File: config.mk
export PLATFORM = sky130hd
export DESIGN_NAME = lgts_div
export DESIGN_NICKNAME = d
export VERILOG_FILES = /design/src/hw/rtl/lgts_pkg.sv /design/src/hw/rtl/lgts_div.sv
export SDC_FILE = /design/constraint.sdc
export NUM_CORES = 1
export LEC_CHECK = 0
export ABC_AREA = 0
export BUFFER_PORTS_ARGS = -buffer_cell sky130_fd_sc_hd__buf_2
export CELL_PAD_IN_SITES_DETAIL_PLACEMENT = 1
export CELL_PAD_IN_SITES_GLOBAL_PLACEMENT = 2
export CORE_MARGIN = 3
export CORE_UTILIZATION = 34
export DETAILED_ROUTE_END_ITERATION = 12
export PLACE_DENSITY_LB_ADDON = 0.1
export SYNTH_ARGS = -nofsm -noshare
export SYNTH_HDL_FRONTEND = slang
export SYNTH_SLANG_ARGS = --single-unit
File: constraint.sdc
create_clock -name clk -period 4.4 [get_ports clk]
set_input_delay 0.66 -clock clk [delete_from_list [all_inputs] [get_ports clk]]
set_output_delay 0.66 -clock clk [all_outputs]
set_load 0.05 [all_outputs]
File: src/hw/rtl/lgts_pkg.sv
// Shared types and constants for the LDA Gibbs topic sampler.
`timescale 1ns / 1ps
`default_nettype none
package lgts_pkg;

  localparam int DOC_W   = 14;
  localparam int WORD_W  = 11;
  localparam int TOPIC_W = 4;
  localparam int DEN_W   = 49;

  localparam logic [1:0] REG_ALPHA    = 2'd0;
  localparam logic [1:0] REG_BETA     = 2'd1;
  localparam logic [1:0] REG_BETA_SUM = 2'd2;
  localparam logic [1:0] REG_ACTIVE   = 2'd3;

  localparam logic [31:0] ALPHA_RST    = 32'd204800;
  localparam logic [31:0] BETA_RST     = 32'd6980;
  localparam logic [31:0] BETA_SUM_RST = 32'd13107200;
  localparam logic [4:0]  ACTIVE_RST   = 5'd16;

  typedef enum logic [14:0] {
    S_CLEAR = 15'b000000000000001,
    S_IDLE  = 15'b000000000000010,
    S_READ  = 15'b000000000000100,
    S_LOAD  = 15'b000000000001000,
    S_DEC   = 15'b000000000010000,
    S_MUL   = 15'b000000000100000,
    S_DST   = 15'b000000001000000,
    S_DWT   = 15'b000000010000000,
    S_TGT1  = 15'b000000100000000,
    S_TGT2  = 15'b000001000000000,
    S_TGT3  = 15'b000010000000000,
    S_PICK  = 15'b000100000000000,
    S_UNI   = 15'b001000000000000,
    S_UNI2  = 15'b010000000000000,
    S_UPD   = 15'b100000000000000
  } state_t;

  typedef struct packed {
    logic             start;
    logic [63:0]      num;
    logic [DEN_W-1:0] den;
  } div_req_t;

  typedef struct packed {
    logic        done;
    logic [31:0] quo;
  } div_rsp_t;

endpackage
`default_nettype wire

File: src/hw/rtl/lgts_div.sv
// Restoring divider giving a 32-bit saturated quotient, one bit per cycle.
`timescale 1ns / 1ps
`default_nettype none
module lgts_div import lgts_pkg::*; (
  input  wire logic clk,
  input  wire logic rst_n,
  input  div_req_t  req,
  output div_rsp_t  rsp
);

  logic [DEN_W-1:0] rem_r;
  logic [DEN_W-1:0] den_r;
  logic [31:0]      low_r;
  logic [31:0]      quo_r;
  logic [5:0]       cnt_r;
  logic             busy_r;
  logic             done_r;
  logic [DEN_W:0]   trial;

  assign trial = {rem_r, low_r[31]};

  always_ff @(posedge clk) begin
    if (!rst_n) begin
      busy_r <= 1'b0;
      done_r <= 1'b0;
    end else begin
      done_r <= 1'b0;
      if (req.start) begin
        den_r <= req.den;
        low_r <= req.num[31:0];
        cnt_r <= 6'd32;
        if ({{(DEN_W - 32){1'b0}}, req.num[63:32]} >= req.den) begin
          quo_r  <= '1;
          done_r <= 1'b1;
        end else begin
          rem_r  <= DEN_W'(req.num[63:32]);
          quo_r  <= '0;
          busy_r <= 1'b1;
        end
      end else if (busy_r) begin
        if (trial >= {1'b0, den_r}) begin
          rem_r <= DEN_W'(trial - {1'b0, den_r});
          quo_r <= {quo_r[30:0], 1'b1};
        end else begin
          rem_r <= trial[DEN_W-1:0];
          quo_r <= {quo_r[30:0], 1'b0};
        end
        low_r <= {low_r[30:0], 1'b0};
        cnt_r <= cnt_r - 6'd1;
        if (cnt_r == 6'd1) begin
          busy_r <= 1'b0;
          done_r <= 1'b1;
        end
      end
    end
  end

  assign rsp.done = done_r;
  assign rsp.quo  = quo_r;

  a_no_restart: assert property (@(posedge clk) disable iff (!rst_n)
    busy_r |-> !req.start) else $error("divider restarted while busy");
  a_done_ends: assert property (@(posedge clk) disable iff (!rst_n)
    done_r |-> !busy_r) else $error("divider done while still iterating");
  a_count: assert property (@(posedge clk) disable iff (!rst_n)
    busy_r |-> cnt_r != 6'd0) else $error("divider count ran out while busy");

endmodule
`default_nettype wire

After elaboration in Yosys (flattened, before gate mapping)
Cells that the tools add are included.

Add/sub/neg operators: 2. Order comparisons: 2. Eq/ne operators: 2. Muxes and demuxes: 19. Reduce and logical (&&, ||, !) cells: 4.

Operators by type and width (count): 2-to-1 mux 49 bit (4); 2-to-1 mux 32 bit (5); greater-or-equal comparator 50 x 49 -> 1 bit (1); greater-or-equal comparator 32 x 49 -> 1 bit (1); subtractor 49 bit (1); 2-to-1 mux 1 bit (9); equality test 6 x 1 -> 1 bit, second input constant (1); 2-to-1 mux 6 bit (1); subtractor 6 x 1 -> 6 bit, second input constant (1); AND reduction 2 bit (2); AND reduction 3 bit (1); != test 2 bit, second input constant (1); nonzero test 2 bit (1).

Register bits after elaboration: 170. Input bits: 116. Output and inout port bits: 33.

Depth between registers and ports, before layout
Gate-level depths: netlist of the first run.

Depth after elaboration: 4. Gate-level depth with buffers: 15.

Worst setup path after synthesis of the first run
Ideal clock, no wire load.

Kind: in2reg. Start: input port req[113] (netlist name). End: register rem_r[0] (enable). Setup time: 411 ps. Arrival time: 4155 ps. Setup slack: -167 ps. Stages on the path: 4. Path buffers: 2. Cell sequence: clkbuf_1 -> clkbuf_1 -> o21a_1 -> and2_1.

Word-level cells in the longest chain between the ends: 2. Elaborated cells on any way between the ends: 3.

Ends and longest elaborated chain: from (decl) (line lgts_div.sv:7) `input div_req_t req,`; != test 2 bit (no source line) or nonzero test 2 bit (tied branches); AND reduction 3 bit (no source line) (*); to (signal assigned) (line lgts_div.sv:36) `rem_r <= DEN_W'(req.num[63:32]);`; to (signal assigned) (line lgts_div.sv:42) `rem_r <= DEN_W'(trial - {1'b0, den_r});`; to (signal assigned) (line lgts_div.sv:45) `rem_r <= trial[DEN_W-1:0];`; to (decl) (line lgts_div.sv:11) `logic [DEN_W-1:0] rem_r;`.

Every way passes the cells marked *; elsewhere a longest branch is shown, timed or not. A chain may end at the register's enable or synchronous reset.

Worst setup path after layout of the first run
Start: register den_r[0]. End: register rem_r[28] (data pin).

Word-level cells in the longest chain between the ends: 4. Elaborated cells on any way between the ends: 5.

Ends and longest elaborated chain: from (decl) (line lgts_div.sv:12) `logic [DEN_W-1:0] den_r;`; from (signal assigned) (line lgts_div.sv:29) `den_r <= req.den;`; subtractor 49 bit or greater-or-equal comparator 50 x 49 -> 1 bit (tied branches) (line lgts_div.sv:42, lgts_div.sv:41); 2-to-1 mux 49 bit (*) (line lgts_div.sv:41) `if (trial >= {1'b0, den_r}) begin`; 2-to-1 mux 49 bit (*) (line lgts_div.sv:40) `end else if (busy_r) begin`; 2-to-1 mux 49 bit (*) (line lgts_div.sv:28) `if (req.start) begin`.

Every way passes the cells marked *; elsewhere a longest branch is shown, timed or not. The select of a mux whose other input is x is not followed.

==> results of run 1 <==
## synthesized netlist by cell type (all sizes together), types with 4 or more instances
master / count
nand2b: 18
nand2: 79
inv: 128
a31oi: 10
a21o: 34
a21boi: 5
clkbuf: 27
nor2: 62
a21oi: 68
buf: 14
and3: 6
o21a: 8
nor3: 12
o22ai: 6
xor2: 13
a211oi: 6
nor4: 5
nand3: 11
o21bai: 10
edfxtp: 168
nand4: 22
nor2b: 8
o211ai: 8
mux2: 45
ha: 83
o21ai: 87
xnor2: 32
mux2i: 27
o31ai: 6
and2: 10
and4: 4
## worst register-to-register path: stages, from the launching register on
cell       delay, ns
edfxtp_1        0.41
ha_1            0.25
fa_1            0.41
nor2b_1         0.20
o211ai_1        0.14
a21o_1          0.21
a21o_1          0.21
a21oi_4         0.23
o2111ai_4       0.19
a31oi_4         0.33
buf_12          0.25
mux2_2          0.36
mux2_2          0.25
## logic make-up after synthesis
logic type | synth area share
XOR/XNOR | 0.0362
AND/OR/NAND/NOR | 0.109
buffers and inverters | 0.0627
multiplexers | 0.0713
flip-flops | 0.467
adder cells (fa/ha/maj) | 0.0971
AO/OA/AOI/OAI | 0.157
## metal layers
metal / GRT usage / up-vias / share of wire
met5: 0 / - / 0.00083
met4: 0.0447 / 4 / 0.011
li1: - / 4091 / -
met3: 0.0452 / 25 / 0.044
met1: 0.237 / 3987 / 0.48
met2: 0.293 / 121 / 0.46
## flip-flops by register name, summed over array words and instances, names as in the netlist
name and flops:
cnt_r 6, quo_r 32, done_r 1, rem_r 49, busy_r 1, low_r 32, den_r 49
## placed cells by master (no fill, tap or decap), drive strengths merged, types with 8 or more instances in the layout
| master | n |
|---|---|
| mux2 | 45 |
| nor2 | 62 |
| nand4 | 22 |
| o211ai | 8 |
| a31oi | 10 |
| clkbuf | 21 |
| inv | 133 |
| edfxtp | 168 |
| buf | 162 |
| nor3 | 12 |
| o21ai | 87 |
| a21o | 34 |
| mux2i | 27 |
| ha | 83 |
| nor2b | 8 |
| o21a | 8 |
| xnor2 | 32 |
| nand2b | 18 |
| nand2 | 79 |
| nand3 | 11 |
| o21bai | 10 |
| a21oi | 68 |
| and2 | 10 |
| xor2 | 13 |
## area by class of cell
class	count	area, um2	share of cell area
multi-input cells	718	5140	0.407
diodes	1	2.50	0.000198
inverters	128	480	0.0380
clock buffers	21	440	0.0349
flip-flops and latches	170	5080	0.403
clock inverters	11	114	0.00901
repair buffers	162	873	0.0691
well taps	396	495	0.0392
## worst paths after layout
| check | cells after the start | startpoint | to | slack [ns] |
|---|---|---|---|---|
| worst max register to register | 12 | den_r[0]$_DFFE_PP_ | rem_r[28]$_DFFE_PP_ | 0.71 |
| worst max-delay path | 12 | den_r[0]$_DFFE_PP_ | rem_r[28]$_DFFE_PP_ | 0.71 |
| worst min-delay path | 1 | req[13] | den_r[13]$_DFFE_PP_ | 0.39 |
| worst min register to register | 1 | low_r[29]$_DFFE_PP_ | low_r[30]$_DFFE_PP_ | 0.55 |
## per-stage QoR
| step | total power, uW | worst slack [ns] | instances | instance area, um2 |
|---|---|---|---|---|
| after floorplan | 3050 | 0.319 | 1057 | 10900 |
| after global placement | 3430 | 0.428 | 1574 | 12100 |
| after detailed placement | 3450 | 0.276 | 1574 | 12100 |
| after CTS | 4980 | 0.692 | 1606 | 12600 |
| after global routing | 5190 | 0.528 | 1606 | 12600 |
| final | 4900 | 0.712 | 1607 | 12600 |
## report_power, final
part           internal, uW  switching, uW  leakage, uW  total (uW)
registers              1950           57.8      0.00163        2010
clock network           793            705     0.000270        1500
logic                   565            832      0.00357        1400
total                  3310           1600      0.00547        4900
==> flow_summary.ini, run 1 <==
[logic_synthesis]
synth_cell_types = 64
yosysTopAreaCellShare = 0.463
syn-cell-area_mm2 = 0.0109
yosysSeqAreaShare = 0.467
synth_edf_count = 168
avgSynthCellArea_um2 = 10.3
syn_nets = 1257
synthTopCellsByArea = edfxtp_1, ha_1, mux2_2
synthCells = 1057
yosys_register_bits = 170
ys.flop_type = edfxtp_1
async_reset_ff_frac = 0
yosys.area.top_type = edfxtp_1
synth_warnings = 0

[global_route]
grt_max_degree = 71
grt_pass1_wl_mm = 47.7
first_global_vias = 8695
antenna_found_initial = 3
grt_overflow_total = 0
grt_use_total = 0.178

[sta]
period_share = 0.838
worstMarginPinSlew_ns = 1.06
setup_viol = 0
finalHoldViolCount = 0
fin_crit_ns = 3.69
rsz0062_at_grt = no
fin_tns_setup_ns = 0
holdWs_ns = 0.392
fmax_mhz = 271
slew_viol_final = 0
relSlewSlack = 0.288
skew_ns = 0.0133

[worst_setup_path]
arrival_ns = 3.89
cp_cell_sequence = ha_1, fa_1, nor2b_1, o211ai_1, a21o_1, a21o_1, a21oi_4, o2111ai_4, a31oi_4, buf_12, mux2_2, mux2_2
critPathCaptureType = register
path_buf_inv = 1
crit_fanout = 22
cp_slowest_stage_delay_ns = 0.41
crit_family = compound AO/OA/AOI/OAI gates
cp.required_ns = 4.60
critical_path_class = reg2reg
crit_slowest_cell = edfxtp_1
worstSetupStartpointType = register

[cells_and_area]
nets = 1397
fin_util = 0.407
area.growth.synth_to_final_pct = 15.9
drive_gt1_frac = 0.204
nFillCells = 3550

[placement]
dpl.hpwl_mm = 22.7
routabilityCongestion = 0.784
port_buffers = 148

[die]
dieHeight_um = 185
dieWidth_um = 185
die-area_mm2 = 0.0342
coreArea_mm2 = 0.0311
start_util = 0.351
io_pins = 149
rows = 64

[power_and_ir_drop]
power_leakage_uw = 0.00547
ir_drop_uv = 270
powerDensity_mw_per_mm2 = 388

[routing]
drt-pass1-iter-count = 4
detail_route.wl_per_cell_um = 18.7
ant_nets = 0
wl_mm = 30.0
vias = 8228
via_per_inst = 5.12
post-route-drc-count = 0
drt_iter0_markers = 400

[cts]
htreeDepth = 4
insertion_delay_ns = 0.45
cts.clk_slew.worst_paths_ns = 0.08
cts_root_buf = clkbuf_16
cts_hold_buf = 0
clockBufferDepth = 2
cts_resized = 0
cts_setup_buffers = 0
numCtsBuffers = 17
clock_sinks = 170
cts_tree = built

[run_status]
status = finished clean

[job]
max_cap_violations = 0

[hold_path]
hold_class = in2reg
Power figures use the tool's default switching activity.
==> inputs of run 2 (changes only) <==
- clock period: 4.4 -> 3 ns (I/O delays scaled with it)
==> run 2 against run 1 <==
The run now ends with negative setup slack left. Sequential power is 47% higher. Flip-flop and latch count unchanged. Sequential share of layout area down 5.0 points. Critical path type unchanged. Largest power group unchanged.
==> flow_summary.ini, run 2 (synthesis gave the netlist of run 1 again) <==
[cts]
htreeDepth = 4
cts_hold_buf = 0
clock_sinks = 170
clockBufferDepth = 2
cts_root_buf = clkbuf_16
insertion_delay_ns = 0.45
cts.clk_slew.worst_paths_ns = 0.07
cts_tree = built
numCtsBuffers = 17

[job]
max_cap_violations = 0

[power_and_ir_drop]
power_leakage_uw = 0.00638
ir_drop_uv = 416
powerDensity_mw_per_mm2 = 559

[cells_and_area]
fin_cells = 1766
nets = 1556
reg.largest.list = den_r x49, rem_r x49
fin_util = 0.464
area.growth.synth_to_final_pct = 32.4
layout_commonest_cell = edfxtp_1
layout_common_cells = edfxtp_1, buf_4, buf_2, inv_1, nand2_1
drive_gt1_frac = 0.343
stdcell_area_mm2 = 0.0144

[routing]
via_per_inst = 5.02
detail_route.wl_per_cell_um = 18.5
vias = 8858
ant_nets = 0
drt_iter0_markers = 367
post-route-drc-count = 0
drt-pass1-iter-count = 5
wl_mm = 32.7

[run_status]
status = complete, but fails checks
violations = negative setup slack

[die]
rows = 64
dieWidth_um = 185
die-area_mm2 = 0.0342
dieHeight_um = 185
start_util = 0.351
coreArea_mm2 = 0.0311
io_pins = 149

[worst_setup_path]
cp_cell_sequence = ha_2, fa_2, nor2b_4, o211ai_1, a21o_1, a21o_1, a21oi_4, o2111ai_4, a31oi_4, buf_12, mux2_4, mux2_4
r2r-start = den_r[0]$_DFFE_PP_
crit_start = den_r[0]$_DFFE_PP_
cp.required_ns = 3.19
rrSetupSlack_ns = -0.18
crit_slowest_cell = edfxtp_1
worstSetupStartpointType = register
cp_slowest_stage_delay_ns = 0.39
crit_family = compound AO/OA/AOI/OAI gates
path_buf_inv = 1
arrival_ns = 3.38
critPathCaptureType = register
crit_fanout = 6
critical_path_class = reg2reg

[global_route]
grt_pass1_wl_mm = 51.5
antenna_found_initial = 1
grt_use_total = 0.193
grt_max_degree = 89
grt_overflow_total = 0
first_global_vias = 9530

[placement]
placedCellCount = 1710
port_buffers = 148
routabilityCongestion = 0.800
placed_cell_area_mm2 = 0.0132
dpl.hpwl_mm = 24.7

[sta]
holdWs_ns = 0.191
finalHoldViolCount = 0
fin_crit_ns = 3.18
slew_viol_final = 0
rsz0062_at_grt = yes
setup_viol = 42
relSlewSlack = 0.635
skew_ns = 0.0179
fin_tns_setup_ns = -3.05
period_share = 1.06
fmax_mhz = 314
layout_setup_ws_ns = -0.182
worstMarginPinSlew_ns = 0.547

[hold_path]
min_from = req[11]
hold_class = in2reg
-- run 2: area by class of cell --
class,instances,area (um2)
fillers,3480,16600
multi-input cells,718,5570
flip-flops and latches,170,5080
repair buffers,321,2200
well taps,396,495
inverters,128,480
clock buffers,18,429
clock inverters,14,161
diodes,1,2.50
-- run 2: layer usage --
metal	up-vias	track usage	share of wire
met5	-	0	0
met4	0	0.0435	0.012
met3	25	0.0467	0.046
met2	170	0.316	0.47
met1	4256	0.260	0.47
li1	4407	-	-
-- run 2: where the power goes --
part	internal (uW)	total, uW	switching, uW
Sequential	2860	2960	101
Combinational	1340	2800	1460
Clock	1250	2310	1050
Total	5450	8060	2610
-- run 2: path summary, 6_finish.rpt --
kind              cells after the start             endpoint
hold reg to reg                       1   low_r[7]$_DFFE_PP_
setup / recovery                     12  rem_r[17]$_DFFE_PP_
hold / removal                        1  den_r[11]$_DFFE_PP_
setup reg to reg                     12  rem_r[17]$_DFFE_PP_
-- run 2: stage by stage --
stage / setup WS (ns) / power (uW)
2_1_floorplan: -0.0422 / 4470
3_3_place_gp: -0.457 / 5400
3_5_place_dp: -0.489 / 5430
5_1_grt: -0.314 / 8510
4_1_cts: -0.190 / 7990
6_report: -0.182 / 8060
-- run 2: repair_timing --
action / 4_1_cts / 5_1_grt
gates resized for setup: 47 / 62
hold endpoints to repair: 0 / 0
buffers inserted: 12 / 11
cloned: 2 / 0
pin swaps: 12 / 21
setup endpoints to repair: 83 / 93
==> inputs of run 3 (changes only) <==
- CORE_UTILIZATION: 34 -> 41
- clock period: 3 -> 4.04 ns (I/O delays scaled with it)
==> run 3 against run 2 <==
The run now ends clean. Critical path depth stayed put. Cell area down 13%. Clock-buffer cell count down 1. Final cell count down 13%. Utilization rose by 1.9 points. Power fell by 33%. Largest cell class unchanged. Largest power group unchanged.
==> flow_summary.ini, run 3 (synthesis gave the netlist of run 1 again) <==
[worst_setup_path]
path_buf_inv = 1
r2r.worst_path.cells = 12
cp_cell_sequence = ha_1, fa_1, nor2b_1, o211ai_1, a21o_1, a21o_1, a21oi_4, o2111ai_4, a31oi_4, buf_12, mux2_2, mux2_2
worstSetupStartpointType = register
critPathCaptureType = register
crit_family = compound AO/OA/AOI/OAI gates
crit_slowest_cell = fa_1
crit_fanout = 44
r2r-start = den_r[0]$_DFFE_PP_
critical_path_class = reg2reg
reg2reg_to = rem_r[9]$_DFFE_PP_
cp_slowest_stage_delay_ns = 0.42
cp.required_ns = 4.24
rrSetupSlack_ns = 0.48
arrival_ns = 3.76

[cts]
numCtsBuffers = 17
cts_root_buf = clkbuf_16
insertion_delay_ns = 0.44
clock_sinks = 170
cts_resized = 0
cts.clk_slew.worst_paths_ns = 0.08
cts_setup_buffers = 0
clockBufferDepth = 2
cts_hold_buf = 0
cts_tree = built
htreeDepth = 4

[global_route]
grt_max_degree = 56
grt_overflow_total = 0
antenna_found_initial = 2
grt_use_total = 0.205
grt_pass1_wl_mm = 46.8
first_global_vias = 8686

[cells_and_area]
reg.largest.list = den_r x49, rem_r x49
layout_commonest_cell = edfxtp_1
nets = 1397
n_antenna_cell = 0
drive_gt1_frac = 0.207
layout_common_cells = edfxtp_1, buf_2, inv_1, ha_1, nand2_1
fin_cells = 1545
area.growth.synth_to_final_pct = 15.5

[sta]
rsz0062_at_grt = no
skew_ns = 0.0205
relSlewSlack = 0.505
layout_setup_ws_ns = 0.478
worstMarginPinSlew_ns = 0.734
holdWs_ns = 0.348
finalHoldViolCount = 0
slew_viol_final = 0
period_share = 0.882
fin_tns_setup_ns = 0
fmax_mhz = 281
fin_crit_ns = 3.56
setup_viol = 0

[run_status]
status = finished clean

[power_and_ir_drop]
power_leakage_uw = 0.00549
ir_drop_uv = 249
powerDensity_mw_per_mm2 = 427
p_total_uw = 5380

[routing]
vias = 8271
post-route-drc-count = 0
wl_mm = 28.8
detail_route.wl_per_cell_um = 18.6
drt-pass1-iter-count = 5
ant_nets = 0
drt_iter0_markers = 338
via_per_inst = 5.35

[placement]
pre_cts_ws_ns = 0.332
port_buffers = 148
routabilityCongestion = 0.793
dpl.hpwl_mm = 21.4
placedCellCount = 1513

[die]
die-area_mm2 = 0.0286
rows = 59
coreArea_mm2 = 0.0261
io_pins = 149
start_util = 0.418
dieHeight_um = 169
dieWidth_um = 169

[hold_path]
min_from = req[14]
holdPathStages = 1
hold_class = in2reg
hold_end = den_r[14]$_DFFE_PP_

[job]
max_cap_violations = 0
## run 3: changes by cell type in the layout (fill, tap and decap cells not counted), moves of 5 or more
| cell | change |
|---|---|
| buf_4 | -139 |
| a21oi_1 | +13 |
| o21ai_0 | +13 |
| a21oi_2 | -12 |
| buf_6 | -11 |
| ha_1 | +11 |
| ha_4 | -9 |
| o21ai_1 | -9 |
| mux2_2 | +8 |
| mux2_4 | -8 |
| buf_12 | -5 |
| o22ai_1 | +5 |
## run 3: per-layer routing
metal / vias up / track usage / part of all wire / routed length, um
met2: 153 / 0.340 / 0.47 / 13600
met5: - / 0 / 0.00073 / 21
li1: 4098 / - / - / -
met3: 21 / 0.0423 / 0.047 / 1350
met4: 4 / 0.0413 / 0.0091 / 263
met1: 3995 / 0.280 / 0.47 / 13600
## run 3: worst max-delay path by stage
stage	to	cells after the start	slack, ns	from
detailed placement	rem_r[22]$_DFFE_PP_	14	0.33	req[81]
CTS	rem_r[9]$_DFFE_PP_	12	0.45	den_r[0]$_DFFE_PP_
finish	rem_r[9]$_DFFE_PP_	12	0.48	den_r[0]$_DFFE_PP_
global placement	rem_r[21]$_DFFE_PP_	14	0.35	req[81]
global route	rem_r[9]$_DFFE_PP_	12	0.27	den_r[0]$_DFFE_PP_
floorplan	rem_r[0]$_DFFE_PP_	12	0.01	req[81]
## run 3: layout make-up
| type | instances | area (um2) |
|---|---|---|
| clock buffers | 17 | 425 |
| clock inverters | 15 | 166 |
| fillers | 2941 | 13500 |
| inverters | 128 | 480 |
| multi-input cells | 718 | 5140 |
| flip-flops and latches | 170 | 5080 |
| well taps | 335 | 419 |
| repair buffers | 162 | 873 |
## run 3: stage by stage
step                utilization  instance area, um2
global route              0.483               12600
detailed placement        0.460               12000
CTS                       0.483               12600
floorplan                     -               10900
finish                    0.483               12600
global placement          0.460               12000
## run 3: where the power goes
group	leakage, uW	switching, uW	total (uW)	internal [uW]
registers	0.00163	64.0	2180	2120
logic	0.00357	894	1500	610
clock network	0.000290	854	1690	835
total	0.00549	1810	5380	3560
